===== src/rtl/core/dobq_pkg.sv =====
// Shared types, codes and defaults for the drop-oldest descriptor queue.
package dobq_pkg;

  localparam int DEPTH_DEF     = 16;
  localparam int SIZE_BITS_DEF = 16;
  localparam int TAG_BITS_DEF  = 16;

  localparam int ME_BITS   = 5;   // max_entries register width
  localparam int BYTE_BITS = 24;  // max_bytes register and byte total width
  localparam int FUNC_BITS = 2;
  localparam int STAT_BITS = 32;

  localparam int MAX_ENTRIES_RST = 16;
  localparam int MAX_BYTES_RST   = 1048576;

  typedef enum logic [0:0] {
    REG_MAX_ENTRIES = 1'b0,
    REG_MAX_BYTES   = 1'b1
  } reg_index_t;

  typedef enum logic [FUNC_BITS-1:0] {
    FUNC_PUSH   = 2'd0,
    FUNC_DRAIN  = 2'd1,
    FUNC_CLEAR  = 2'd2,
    FUNC_RSTATS = 2'd3
  } func_t;

  typedef enum logic [4:0] {
    ST_IDLE  = 5'b00001,
    ST_DROP  = 5'b00010,
    ST_CHECK = 5'b00100,
    ST_EMIT  = 5'b01000,
    ST_DRAIN = 5'b10000
  } state_t;

endpackage


===== src/rtl/core/drop_oldest_byte_bounded_queue.sv =====
// Drop-oldest FIFO of packet descriptors bounded by entry and byte limits.
//
// Usage:
//   Requests enter on s_tvalid/s_tready: s_tuser carries the function (push,
//   drain all, clear queue, reset statistics), s_tdata the tag and size of a
//   pushed packet. Results leave on m_tvalid/m_tready; m_tlast marks the final
//   result of a request, m_tuser carries the entry-valid and kept-all flags,
//   m_tdata the descriptor, occupancy and statistics.
//   A push without displacement, a clear and a reset-stats each go from IDLE
//   to EMIT and back. Each displaced entry adds a DROP and a CHECK state (head
//   read from the descriptor memory, then the byte-total update and a fresh
//   limit check). A drain reads its entries in order through the single
//   registered read port, prefetching each one as the one before it leaves,
//   and waits while the output register is held by a stalled receiver.
//   Reset (rst, synchronous) empties the queue, zeroes the statistics and
//   loads the limit registers with 16 entries and 1 MiB. Memory contents are
//   not cleared; only pushed entries are ever used.
//   A stalled receiver holds the output register; the next request is still
//   accepted and runs until it needs the output register, then it waits.
//   Write cfg_index/cfg_data with cfg_wen only while the block is idle.
module drop_oldest_byte_bounded_queue #(
  parameter int DEPTH     = dobq_pkg::DEPTH_DEF,
  parameter int SIZE_BITS = dobq_pkg::SIZE_BITS_DEF,
  parameter int TAG_BITS  = dobq_pkg::TAG_BITS_DEF,
  localparam int CNT_W    = $clog2(DEPTH + 1),
  localparam int IN_W     = ((TAG_BITS + SIZE_BITS + 7) / 8) * 8,
  localparam int OUT_RAW  = TAG_BITS + SIZE_BITS + 2 * CNT_W + 3 * dobq_pkg::STAT_BITS,
  localparam int OUT_W    = ((OUT_RAW + 7) / 8) * 8
) (
  input  logic                              clk,
  input  logic                              rst,
  // configuration write port
  input  logic                              cfg_wen,
  input  logic                              cfg_index,
  input  logic [dobq_pkg::BYTE_BITS-1:0]    cfg_data,
  // request channel
  input  logic                              s_tvalid,
  output logic                              s_tready,
  input  logic [IN_W-1:0]                   s_tdata,  // packet_tag, packet_size
  input  logic [dobq_pkg::FUNC_BITS-1:0]    s_tuser,  // func
  // result channel
  output logic                              m_tvalid,
  input  logic                              m_tready,
  // out_tag, out_size, occupancy, pushed_count, dropped_count, drained_count,
  // high_water
  output logic [OUT_W-1:0]                  m_tdata,
  output logic                              m_tlast,  // last
  output logic [1:0]                        m_tuser   // entry_valid, kept_all
);

  localparam int PTR_W = (DEPTH > 1) ? $clog2(DEPTH) : 1;
  localparam int ENT_W = TAG_BITS + SIZE_BITS;
  localparam int CMP_W = (CNT_W > dobq_pkg::ME_BITS) ? CNT_W : dobq_pkg::ME_BITS;
  localparam int BB    = dobq_pkg::BYTE_BITS;
  localparam int SB    = dobq_pkg::STAT_BITS;

  // limit registers
  logic [dobq_pkg::ME_BITS-1:0] max_entries;
  logic [BB-1:0]                max_bytes;

  // queue control state
  dobq_pkg::state_t state;
  logic [PTR_W-1:0] head_ptr, tail_ptr, rd_ptr;
  logic [CNT_W-1:0] entry_count, remaining, peak_count;
  logic [BB-1:0]    byte_total;
  logic [SB-1:0]    pushes, drops, drains;

  // latched request
  logic [TAG_BITS-1:0]  tag_q;
  logic [SIZE_BITS-1:0] size_q;
  logic                 kept_q;

  // descriptor memory
  logic [ENT_W-1:0] mem [DEPTH];
  logic [ENT_W-1:0] rd_data;
  logic             mem_we, mem_re;
  logic [PTR_W-1:0] rd_addr;
  logic [ENT_W-1:0] wr_data;

  // output register
  logic                 o_valid_e, o_kept;
  logic [TAG_BITS-1:0]  o_tag;
  logic [SIZE_BITS-1:0] o_size;
  logic [CNT_W-1:0]     o_occ, o_peak;
  logic [SB-1:0]        o_push, o_drop, o_drain;

  logic                 in_fire, out_free, do_push, o_load;
  logic                 drop_in, drop_chk;
  dobq_pkg::func_t      in_func;
  logic [TAG_BITS-1:0]  in_tag;
  logic [SIZE_BITS-1:0] in_size, push_size;
  logic [SIZE_BITS-1:0] rd_size;

  function automatic logic [PTR_W-1:0] next_slot(input logic [PTR_W-1:0] p);
    next_slot = (p == PTR_W'(DEPTH - 1)) ? '0 : p + 1'b1;
  endfunction

  // One more entry or its bytes would break a limit while entries remain.
  function automatic logic must_drop(input logic [CNT_W-1:0] cnt,
                                     input logic [BB-1:0] total,
                                     input logic [SIZE_BITS-1:0] sz,
                                     input logic [dobq_pkg::ME_BITS-1:0] me,
                                     input logic [BB-1:0] mb);
    logic ent_break, byte_break;
    ent_break  = (CMP_W'(cnt) >= CMP_W'(me)) || (cnt == CNT_W'(DEPTH));
    byte_break = ((BB + 1)'(total) + (BB + 1)'(sz)) > (BB + 1)'(mb);
    must_drop  = (cnt != '0) && (ent_break || byte_break);
  endfunction

  assign in_func  = dobq_pkg::func_t'(s_tuser);
  assign in_tag   = s_tdata[TAG_BITS-1:0];
  assign in_size  = s_tdata[ENT_W-1:TAG_BITS];
  assign rd_size  = rd_data[ENT_W-1:TAG_BITS];
  assign s_tready = (state == dobq_pkg::ST_IDLE);
  assign in_fire  = s_tvalid && s_tready;
  assign out_free = !m_tvalid || m_tready;
  assign o_load   = out_free &&
                    (state == dobq_pkg::ST_EMIT || state == dobq_pkg::ST_DRAIN);

  always_comb begin
    drop_in  = must_drop(entry_count, byte_total, in_size, max_entries, max_bytes);
    drop_chk = must_drop(entry_count, byte_total, size_q, max_entries, max_bytes);
    mem_we   = 1'b0;
    mem_re   = 1'b0;
    rd_addr  = head_ptr;
    if (state == dobq_pkg::ST_IDLE) begin
      wr_data   = {in_size, in_tag};
      push_size = in_size;
    end else begin
      wr_data   = {size_q, tag_q};
      push_size = size_q;
    end
    unique case (state)
      dobq_pkg::ST_IDLE: begin
        if (in_fire && in_func == dobq_pkg::FUNC_PUSH) begin
          mem_we = !drop_in;
          mem_re = drop_in;
        end else if (in_fire && in_func == dobq_pkg::FUNC_DRAIN) begin
          mem_re = (entry_count != '0);
        end
      end
      dobq_pkg::ST_CHECK: begin
        mem_we = !drop_chk;
        mem_re = drop_chk;
      end
      dobq_pkg::ST_DRAIN: begin
        // prefetch the following entry as the current one leaves
        mem_re  = out_free;
        rd_addr = next_slot(rd_ptr);
      end
      dobq_pkg::ST_DROP, dobq_pkg::ST_EMIT: begin
      end
      default: begin
      end
    endcase
    do_push = mem_we;
  end

  // memory: one write and one registered read per cycle
  always_ff @(posedge clk) begin
    if (mem_we) begin
      mem[tail_ptr] <= wr_data;
    end
    if (mem_re) begin
      rd_data <= mem[rd_addr];
    end
  end

  always_ff @(posedge clk) begin
    if (rst) begin
      max_entries <= dobq_pkg::ME_BITS'(dobq_pkg::MAX_ENTRIES_RST);
      max_bytes   <= BB'(dobq_pkg::MAX_BYTES_RST);
    end else if (cfg_wen) begin
      unique case (dobq_pkg::reg_index_t'(cfg_index))
        dobq_pkg::REG_MAX_ENTRIES: max_entries <= cfg_data[dobq_pkg::ME_BITS-1:0];
        dobq_pkg::REG_MAX_BYTES:   max_bytes   <= cfg_data;
        default: begin
        end
      endcase
    end
  end

  always_ff @(posedge clk) begin
    if (rst) begin
      state       <= dobq_pkg::ST_IDLE;
      head_ptr    <= '0;
      tail_ptr    <= '0;
      entry_count <= '0;
      byte_total  <= '0;
      pushes      <= '0;
      drops       <= '0;
      drains      <= '0;
      peak_count  <= '0;
      m_tvalid    <= 1'b0;
    end else begin
      // present a freshly loaded result, else free the register once taken
      if (o_load) begin
        m_tvalid <= 1'b1;
      end else if (m_tready) begin
        m_tvalid <= 1'b0;
      end

      // commit a push: write already issued to the memory
      if (do_push) begin
        tail_ptr    <= next_slot(tail_ptr);
        entry_count <= entry_count + 1'b1;
        byte_total  <= byte_total + BB'(push_size);
        pushes      <= pushes + 1'b1;
        if (entry_count + 1'b1 > peak_count) begin
          peak_count <= entry_count + 1'b1;
        end
        state  <= dobq_pkg::ST_EMIT;
      end

      unique case (state)
        dobq_pkg::ST_IDLE: begin
          if (in_fire) begin
            tag_q  <= in_tag;
            size_q <= in_size;
            // only a push that displaces nothing keeps all
            kept_q <= (in_func == dobq_pkg::FUNC_PUSH) && !drop_in;
            unique case (in_func)
              dobq_pkg::FUNC_PUSH: begin
                if (drop_in) begin
                  state <= dobq_pkg::ST_DROP;
                end
              end
              dobq_pkg::FUNC_DRAIN: begin
                if (entry_count == '0) begin
                  state <= dobq_pkg::ST_EMIT;
                end else begin
                  drains      <= drains + SB'(entry_count);
                  remaining   <= entry_count;
                  rd_ptr      <= head_ptr;
                  head_ptr    <= tail_ptr;
                  entry_count <= '0;
                  byte_total  <= '0;
                  state       <= dobq_pkg::ST_DRAIN;
                end
              end
              dobq_pkg::FUNC_CLEAR: begin
                entry_count <= '0;
                byte_total  <= '0;
                head_ptr    <= tail_ptr;
                state       <= dobq_pkg::ST_EMIT;
              end
              dobq_pkg::FUNC_RSTATS: begin
                pushes     <= '0;
                drops      <= '0;
                drains     <= '0;
                peak_count <= '0;
                state      <= dobq_pkg::ST_EMIT;
              end
              default: begin
              end
            endcase
          end
        end
        dobq_pkg::ST_DROP: begin
          // head entry is in rd_data: displace it
          byte_total  <= byte_total - BB'(rd_size);
          head_ptr    <= next_slot(head_ptr);
          entry_count <= entry_count - 1'b1;
          drops       <= drops + 1'b1;
          state       <= dobq_pkg::ST_CHECK;
        end
        dobq_pkg::ST_CHECK: begin
          if (drop_chk) begin
            state <= dobq_pkg::ST_DROP;
          end
        end
        dobq_pkg::ST_EMIT: begin
          if (out_free) begin
            o_valid_e <= 1'b0;
            o_tag     <= '0;
            o_size    <= '0;
            m_tlast   <= 1'b1;
            o_kept    <= kept_q;
            o_occ     <= entry_count;
            o_push    <= pushes;
            o_drop    <= drops;
            o_drain   <= drains;
            o_peak    <= peak_count;
            state     <= dobq_pkg::ST_IDLE;
          end
        end
        dobq_pkg::ST_DRAIN: begin
          if (out_free) begin
            o_valid_e <= 1'b1;
            o_tag     <= rd_data[TAG_BITS-1:0];
            o_size    <= rd_size;
            m_tlast   <= (remaining == CNT_W'(1));
            o_kept    <= 1'b0;
            o_occ     <= entry_count;
            o_push    <= pushes;
            o_drop    <= drops;
            o_drain   <= drains;
            o_peak    <= peak_count;
            rd_ptr    <= next_slot(rd_ptr);
            remaining <= remaining - 1'b1;
            if (remaining == CNT_W'(1)) begin
              state <= dobq_pkg::ST_IDLE;
            end
          end
        end
        default: begin
          state <= dobq_pkg::ST_IDLE;
        end
      endcase
    end
  end

  assign m_tdata = OUT_W'({o_peak, o_drain, o_drop, o_push, o_occ, o_size, o_tag});
  assign m_tuser = {o_kept, o_valid_e};

endmodule

===== config.mk =====
export PLATFORM = sky130hd
export DESIGN_NAME = drop_oldest_byte_bounded_queue
export DESIGN_NICKNAME = d
export VERILOG_FILES = /design/src/rtl/core/dobq_pkg.sv /design/src/rtl/core/drop_oldest_byte_bounded_queue.sv
export SDC_FILE = /design/constraint.sdc
export NUM_CORES = 1
export LEC_CHECK = 0
export ABC_CLOCK_PERIOD_IN_PS = 9800
export BUFFER_PORTS_ARGS = -buffer_cell sky130_fd_sc_hd__buf_2
export CAP_MARGIN = 30
export CORE_ASPECT_RATIO = 0.8
export CORE_MARGIN = 2
export CORE_UTILIZATION = 45
export CTS_CLUSTER_DIAMETER = 100
export CTS_CLUSTER_SIZE = 12
export DETAILED_ROUTE_END_ITERATION = 10
export GPL_TIMING_DRIVEN = 0
export PLACE_DENSITY = 0.7
export REMOVE_ABC_BUFFERS = 1
export SLEW_MARGIN = 10
export SYNTH_ARGS = -nofsm -noshare
export SYNTH_HDL_FRONTEND = slang
export SYNTH_SLANG_ARGS = --single-unit

===== constraint.sdc =====
create_clock -name clk -period 9.8 [get_ports clk]
set_input_delay 1.47 -clock clk [delete_from_list [all_inputs] [get_ports clk]]
set_output_delay 1.47 -clock clk [all_outputs]
set_load 0.02 [all_outputs]

# After elaboration in Yosys (flattened, before gate mapping)
# Memory sizes are Yosys's and may differ from the RTL's. A register that Yosys moved wholly into a read port is not among the register bits.
# Index checks and enable logic that the tools add are counted.
[totals]
output_inout_bits = 149
mem_count = 1
input_bits = 64
ramBits = 512
ff_bits = 356
[mem_list]
columns = ["name", "words", "width", "rd", "rd_clocked_by_memory_dff", "write_ports", "line_no", "source"]
rows = [
  ["mem", 16, 32, 1, 1, 1, "drop_oldest_byte_bounded_queue.sv:74", "logic [ENT_W-1:0] mem [DEPTH];"],
]
[op_classes]
reduce_logical = 34
n_lt_le_gt_ge = 4
eq_ne = 22
n_bitwise = 2
muxes = 75
addsub = 13
[op_table]
columns = ["operator", "count"]
rows = [
  ["$mux W32", 8],
  ["$pmux W32 S2", 2],
  ["$mux W5", 20],
  ["$pmux W24 S2", 2],
  ["$mux W24", 3],
  ["$add A32 B1 Y32 const B", 2],
  ["$mux W16", 4],
  ["$pmux W16 S2", 2],
  ["$add A24 B16 Y25", 2],
  ["$gt A25 B24 Y1", 2],
  ["$mux W4", 10],
  ["$add A32 B5 Y32", 1],
  ["$pmux W5 S2", 3],
  ["$pmux W5 S5", 1],
  ["$add A24 B16 Y24", 1],
  ["$pmux W4 S2", 3],
  ["$sub A24 B16 Y24", 1],
  ["$pmux W5 S3", 1],
  ["$add A4 B1 Y4 const B", 3],
  ["$eq A4 B4 Y1 const B", 3],
  ["$reduce_and A4 Y1", 3],
  ["$mux W1", 11],
  ["$eq A5 B1 Y1 const B", 2],
  ["$eq A5 B5 Y1 const B", 2],
  ["27 further kinds", 58],
]

# Longest topological paths before layout
# Gate-level depths: netlist (run 1).
[depth]
depth_word = 12
depth_mapped = 24
ltp_nobuf = 22

# Worst setup path after synthesis (run 1)
# Ideal clock, no wire load.
[synth_path]
path_kind = "in2reg"
start = "input rst"
end = "register o_drain[0], enable pin"
required_ns = 9.099
t_arrival_ns = 9.066
stages = 3
n_path_buf = 2
setup_slack_ns = 0.033
setup_ns = 0.701
cell_sequence = "clkbuf_1 -> clkbuf_1 -> nor3_1"
[synth_via]
elab_chain_len = 2
[synth_rtl]
columns = ["item", "line_no", "source"]
rows = [
  ["from (decl)", "drop_oldest_byte_bounded_queue.sv:31", "input logic rst,"],
  ["$not A1 Y1 (no source line)", "--", ""],
  ["$reduce_and A3 Y1 (no source line)", "--", ""],
  ["to (signal assigned)", "drop_oldest_byte_bounded_queue.sv:282", "o_drain <= drains;"],
  ["to (signal assigned)", "drop_oldest_byte_bounded_queue.sv:297", "o_drain <= drains;"],
  ["to (decl)", "drop_oldest_byte_bounded_queue.sv:85", "logic [SB-1:0] o_push, o_drop, o_drain;"],
]
# Every way passes these cells.
# A chain may end at the register's enable or synchronous reset.

# Final worst setup path (run 1)
[layout_path]
start = "register size_q[0]"
end = "memory mem[3][10] in the netlist's numbering, enable pin"
[layout_via]
elab_chain_len = 8
[layout_rtl]
columns = ["item", "line_no", "source"]
rows = [
  ["from (decl)", "drop_oldest_byte_bounded_queue.sv:70", "logic [SIZE_BITS-1:0] size_q;"],
  ["from (signal assigned)", "drop_oldest_byte_bounded_queue.sv:219", "size_q <= in_size;"],
  ["$add A24 B16 Y25", "drop_oldest_byte_bounded_queue.sv:106", "byte_break = ((BB + 1)'(total) + (BB + 1)'(sz)) > (BB + 1)'(mb);"],
  ["$gt A25 B24 Y1", "drop_oldest_byte_bounded_queue.sv:106", ""],
  ["$logic_or A1 B1 Y1", "drop_oldest_byte_bounded_queue.sv:107", "must_drop = (cnt != '0) && (ent_break || byte_break);"],
  ["$logic_and A1 B1 Y1", "drop_oldest_byte_bounded_queue.sv:107", ""],
  ["$logic_not A1 Y1", "drop_oldest_byte_bounded_queue.sv:143", "mem_we = !drop_chk;"],
  ["$pmux W1 S2", "drop_oldest_byte_bounded_queue.sv:133", "unique case (state)"],
  ["$mux W1", "drop_oldest_byte_bounded_queue.sv:161", "if (mem_we) begin"],
  ["$mux W1 (implied by the code)", "drop_oldest_byte_bounded_queue.sv:162", "mem[tail_ptr] <= wr_data;"],
  ["to (decl)", "drop_oldest_byte_bounded_queue.sv:74", ""],
]
# Every way passes these cells.

==> impl_metrics.yaml, run 1 <==
status:
  status: "finished, final reports clean"
synthesis:
  syn_area_um2: 40200
  ys_seq_elements: 900
  yosysWarningCount: 0
  synthFlopType: "edfxtp_1"
  synth-edff-count: 727
  syn_inst: 3498
  async_reset_ff_frac: 0
  ys_types: 85
  seq_area_frac_synth: 0.629
  avgSynthCellArea_um2: 11.5
worst_setup_path:
  cp-end-kind: "flop"
  path_cells: "ha_1 > fa_1 > a211oi_2 > o21ai_1 > a31o_2 > a21o_1 > a21o_1 > a21o_1 > a21o_1 > a21oi_1 > xnor2_1 > ha_1 > a21o_1 > a21o_1 > a21oi_1 > a41oi_1 > or4_2 > nand2_2 > nand2_1 > nor3_2 > buf_4 > buf_4 > buf_6 > buf_6"
  cpMaxStageDelayCell: "or4_2"
  arrival_ns: 8.40
  path_max_fanout: 29
  required_ns: 10.16
  cpPeakStageDelay_ns: 1.14
  reg2regPathDepth: 24
  startpoint_type: "flop"
  cp_common_cell: "a21o_1"
  crit_type: "reg2reg"
floorplan:
  die_y_um: 271
  num_io_pins: 213
  core_um2: 88900
  die_x_um: 338
  start_util: 0.452
  placementRows: 98
  die-area_um2: 91800
clock_network:
  cts_resized: 0
  postCtsSetupBuffers: 0
  cts_buffer_depth: 3
  ctsRootBufferMaster: "clkbuf_16"
  clk_latency_ns: 0.67
  cts_buffers: 85
  cts.reportedPaths.clkPinSlew_ns: 0.07
  cts_sinks: 900
  cts_hold_buf: 0
  htreeDepth: 3
  cts_tree: "built"
timing:
  fmax_mhz: 124
  rsz0062_at_grt: "false"
  tightest_slew_ns: 0.911
  drv_slew: 0
  finalCriticalPeriod_ns: 8.04
  report.final.setup_viol: 0
  fin_crit_sh: 0.820
  fin_skew_ns: 0.0513
  finalHoldViolCount: 0
  max_slew_margin: 0.392
grt:
  grt_pass1_vias: 26333
  overflow: 0
  grt_max_degree: 105
  antenna_found_initial: 15
  grt_pass1_wl_um: 151000
  grt_usage: 0.210
placement:
  portBuffers: 206
  dpl.hpwl_um: 65200
  place_congestion: 0.840
  dp_cells: 4813
hold_path:
  hold_path.class: "reg2reg"
  min_path_cells: 2
drt:
  ant_nets: 0
  wl_per_cell_um: 20.0
  viasPerCell: 5.60
  wl_um: 98900
  drtPass1Iterations: 5
  drtIter0Drc: 2771
  drc: 0
  vias: 27704
power:
  ir_drop_uv: 144
  p_leak_nw: 17.0
  power_per_cell_area_nw_per_um2: 203
layout:
  nets: 3914
  instances_no_fill: 4951
  syn2layout_area_growth_pct: 15.3
  drive_above_1_share: 0.124
  fin_util: 0.521
job:
  drv_cap: 0
registers in the layout, summed over array words and instances (netlist names), 4 cells and up:
signal,cells
rd_ptr,4
pushes,32
o_peak,5
tail_ptr,4
rd_data,32
o_drain,32
entry_count,5
size_q,16
o_occ,5
drops,32
head_ptr,4
remaining,5
state,5
byte_total,24
max_entries,5
o_drop,32
tag_q,16
peak_count,5
drains,32
max_bytes,24
mem,512
o_tag,16
o_push,32
o_size,16
synth_stat cells (74+ instances only):
cell      number  area [um^2]
dfxtp_1      173         3460
a21oi_1      149          746
inv_1         91          342
nand2_1      758         2850
edfxtp_1     727        21800
clkbuf_1     141          529
xnor2_1       90          788
o21ai_0       74          370
ha_1         143         1790
nor2_1       193          724
a311oi_1      98          858
nand3_1      182          911
and3_1        90          563
worst paths after layout:
path         slack (ns)                        from                          to
max                1.76         size_q[0]$_DFFE_PP_        mem[3][10]$_DFFE_PP_
min                0.45  max_bytes[17]$_SDFFE_PP0P_  max_bytes[17]$_SDFFE_PP0P_
max reg2reg        1.76         size_q[0]$_DFFE_PP_        mem[3][10]$_DFFE_PP_
min reg2reg        0.45  max_bytes[17]$_SDFFE_PP0P_  max_bytes[17]$_SDFFE_PP0P_
cells by family after synthesis:
| kind of cell | after synthesis | share of synthesized area |
|---|---|---|
| buf+inv | 282 | 0.0284 |
| flops | 900 | 0.629 |
| compound gates | 563 | 0.0978 |
| mux | 29 | 0.00728 |
| xor+xnor | 145 | 0.0316 |
| fa+ha+maj | 148 | 0.0470 |
| other cells | 1 | 0.0000933 |
| simple gates | 1430 | 0.159 |
critical path: cells and delay by family (launching register included):
kind / cells / cell delay (ns)
and+or+nand+nor: 4 / 2.84
AOI/OAI and AO/OA: 12 / 2.49
adders and majority gates: 3 / 0.95
buffers and inverters: 4 / 0.88
DFF: 1 / 0.39
xor gates and xnor gates: 1 / 0.16
per-layer routing:
metal,share of wire,up-vias,GRT usage
li1,-,13128,-
met1,0.44,13528,0.296
met2,0.46,885,0.331
met3,0.075,151,0.0382
met4,0.021,12,0.0612
met5,0.00070,-,0
final cells by class:
| class | instances | area [um^2] |
|---|---|---|
| inverter | 94 | 368 |
| tap | 1200 | 1500 |
| clock buffer | 122 | 2290 |
| clock inverter | 8 | 174 |
| timing repair buffer | 300 | 2730 |
| fill | 7486 | 42500 |
| sequential | 900 | 25300 |
| multi-input combinational | 2321 | 14000 |
| antenna | 6 | 15.0 |
layout by cell type (no fill, tap or decap), types with 98 or more instances in the layout:
master and instances:
nand2_1 757, edfxtp_1 727, buf_2 207, nand3_1 181
nor2_1 179, dfxtp_1 173, a21oi_1 146, ha_1 143
a311oi_1 98
per-stage QoR:
stage	hold WS, ns	total power, mW	setup slack, ns	TNS [ns]	area, um^2
finish	0.454	9.40	1.76	0	46400
global route	0.472	9.79	1.30	0	46300
CTS	0.455	9.44	1.66	0	46300
detailed placement	0.440	6.40	1.01	0	43900
global placement	0.441	6.41	-30.70	-2356.96	42000
floorplan	0.424	5.86	-9.87	-325.21	39400
where the power goes:
group          leakage, nW  internal [mW]  switching [mW]  total (mW)
sequential            8.02           4.42          0.0670        4.49
combinational         7.76          0.672            1.20        1.87
clock                 1.18           1.65            1.40        3.05
Power figures use the tool's default switching activity.
==> run 2, diff against run 1 <==
ABC_AREA = 1   (was not set)
ABC_CLOCK_PERIOD_IN_PS = 7300   (was 9800)
clock period = 7.3 ns   (was 9.8 ns; I/O delays follow)
==> run 2 against run 1 <==
First-iteration DRC count shrank 4.2%; sequential power grew 30%; final area rose by 3.3%; worst setup slack got worse by 0.90 ns; core utilization increased by 0.17 points; area after synthesis rose by 3.7%; critical path depth up 3; cell count is 12% higher.
==> impl_metrics.yaml, run 2 <==
status:
  status: "finished, final reports clean"
layout:
  largest_register_ffs: 512
  fin_util: 0.523
  final_area_um2: 47900
  final_common_cell: "edfxtp_1"
  drive_above_1_share: 0.105
  top_register: "mem"
  nFillCells: 8007
  instances_no_fill: 5552
  syn2layout_area_growth_pct: 14.8
  nets: 4503
  multi_input_area_um2: 13900
  regArea_um2: 25300
  final_cell_mix: "edfxtp_1 (727), nand2_1 (681), inv_1 (517)"
timing:
  report.final.setup_viol: 0
  rsz0062_at_grt: "false"
  tightest_slew_ns: 0.960
  finalCriticalPeriod_ns: 6.43
  drv_slew: 0
  finalHoldViolCount: 0
  fin_crit_sh: 0.881
  max_slew_margin: 0.360
  fin_skew_ns: 0.0358
  fmax_mhz: 155
worst_setup_path:
  reg2regPathDepth: 26
  arrival_ns: 6.79
  crit_type: "in2reg"
  cp_top_family: "simple AND/OR/NAND/NOR gates"
  required_ns: 7.66
  cp_common_cell: "nand2_1"
  cpMaxStageDelayCell: "nor2_4"
  path_max_fanout: 40
  path_buf_inv: 4
  cpPeakStageDelay_ns: 0.76
  cp-end-kind: "flop"
  startpoint_type: "input port"
  r2r_slack_ns: 0.97
  rr_endpoint: "mem[1][22]$_DFFE_PP_"
  crit-reg2reg-launch: "byte_total[2]$_SDFF_PP0_"
synthesis:
  synth_top_cells_by_count: "edfxtp_1 (727), nand2_1 (682), inv_1 (519)"
  syn_inst: 4077
  async_reset_ff_frac: 0
  seq_area_frac_synth: 0.606
  ys_seq_elements: 900
  netlist.area_leader.share: 0.523
  synth.most_common_cell: "edfxtp_1"
  avgSynthCellArea_um2: 10.2
  yosysWarningCount: 0
  ys_types: 64
  synthFlopType: "edfxtp_1"
  synth-edff-count: 727
  syn_area_um2: 41700
  synthTopCellsByArea: "edfxtp_1 (52%), dfxtp_1 (8.3%), nand2_1 (6.1%), inv_1 (4.7%), ha_1 (4.3%)"
  yosys.area.top_type: "edfxtp_1"
grt:
  grt_usage: 0.219
  antenna_found_initial: 4
  grt_pass1_vias: 27991
  overflow: 0
  grt_max_degree: 78
  grt_pass1_wl_um: 161000
clock_network:
  cts_hold_buf: 0
  cts_sinks: 900
  cts_tree: "built"
  cts_buffers: 85
  cts_buffer_depth: 3
  ctsRootBufferMaster: "clkbuf_16"
  htreeDepth: 3
  postCtsSetupBuffers: 0
  cts.reportedPaths.clkPinSlew_ns: 0.06
  cts_resized: 0
  clk_latency_ns: 0.67
placement:
  dp_cells: 5415
  place_area_um2: 45400
  dpl.hpwl_um: 71800
  portBuffers: 206
  place_congestion: 0.886
drt:
  wl_per_cell_um: 18.9
  drc: 0
  vias: 29972
  drtPass1Iterations: 5
  ant_nets: 0
  viasPerCell: 5.40
  wl_um: 105000
  drtIter0Drc: 2656
power:
  ir_drop_uv: 202
  p_leak_nw: 18.6
  power_per_cell_area_nw_per_um2: 248
hold_path:
  whs_endpoint: "o_peak[2]$_DFFE_PP_"
  hold_start: "peak_count[2]$_SDFF_PP0_"
  hold_path.class: "reg2reg"
  min_path_cells: 0
floorplan:
  die_x_um: 344
  die-area_um2: 95200
  core_um2: 91500
  num_io_pins: 213
  die_y_um: 276
  start_util: 0.456
  placementRows: 99
job:
  drv_cap: 0
[run 2: cell count changes after synthesis, moves of 88 or more]
cell,previous run,this run
and3_1,90,2
inv_1,91,519
o21ai_0,74,259
a21oi_1,149,353
a311oi_1,98,0
o211ai_1,13,121
[run 2: area by class of cell]
class / instances / area share
diodes: 6 / 0.000313
well taps: 1212 / 0.0317
multi-input cells: 2487 / 0.290
clock inverters: 7 / 0.00327
inverters: 528 / 0.0415
clock buffers: 123 / 0.0483
flip-flops and latches: 900 / 0.528
repair buffers: 289 / 0.0572
[run 2: logic make-up after synthesis]
logic type	synth area share
fa+ha+maj	0.0453
xor+xnor	0.0252
simple gates	0.142
flops	0.606
other cells	0.0000899
buf+inv	0.0658
compound gates	0.115
[run 2: worst reg2reg max path: stages, from the launching register on]
cell	delay, ns
dfxtp_1	0.40
ha_1	0.41
nand2_1	0.08
o21bai_1	0.33
a21oi_1	0.17
o21a_1	0.23
o21ai_0	0.30
inv_1	0.11
o21bai_1	0.21
nand3_1	0.10
nand2_1	0.14
nand2_1	0.08
xor2_1	0.17
ha_1	0.28
nand2_1	0.05
inv_1	0.07
nand4_1	0.15
nor4_1	0.19
nand4_1	0.17
nand2_1	0.12
nand3_1	0.13
nand2_1	0.16
nand2_4	0.14
nand2_4	0.41
nand2_1	0.37
nor2_4	0.76
buf_12	0.29
[run 2: how the worst max path moves through the flow]
stage,start,endpoint,cells after the start
floorplan,state[3]$_SDFF_PP0_,rd_ptr[0]$_DFFE_PP_,5
global placement,state[3]$_SDFF_PP0_,rd_data[14]$_DFFE_PP_,9
detailed placement,s_tdata[18],mem[1][20]$_DFFE_PP_,27
CTS,s_tdata[18],mem[1][3]$_DFFE_PP_,27
global route,s_tdata[18],mem[1][20]$_DFFE_PP_,27
finish,s_tdata[18],mem[1][22]$_DFFE_PP_,27
[run 2: layer usage]
| layer | share of wire | track usage |
|---|---|---|
| met2 | 0.46 | 0.345 |
| met4 | 0.027 | 0.0628 |
| met3 | 0.073 | 0.0388 |
| met5 | 0.00010 | 0 |
| met1 | 0.44 | 0.310 |
[run 2: per-stage QoR]
stage / hold WS (ns) / worst slack (ns) / power (mW) / TNS, ns
2_1_floorplan: 0.408 / -4.39 / 7.25 / -313.27
3_3_place_gp: 0.414 / -11.61 / 7.83 / -2349.47
3_5_place_dp: 0.426 / 0.209 / 7.83 / 0
4_1_cts: 0.442 / 0.898 / 11.9 / 0
5_1_grt: 0.453 / 0.504 / 12.4 / 0
6_report: 0.442 / 0.868 / 11.9 / 0
[run 2: where the power goes]
group	switching [mW]	total [mW]	internal, mW
Combinational	1.25	1.90	0.649
Clock	1.92	4.12	2.20
Sequential	0.0609	5.85	5.78
Total	3.23	11.9	8.64
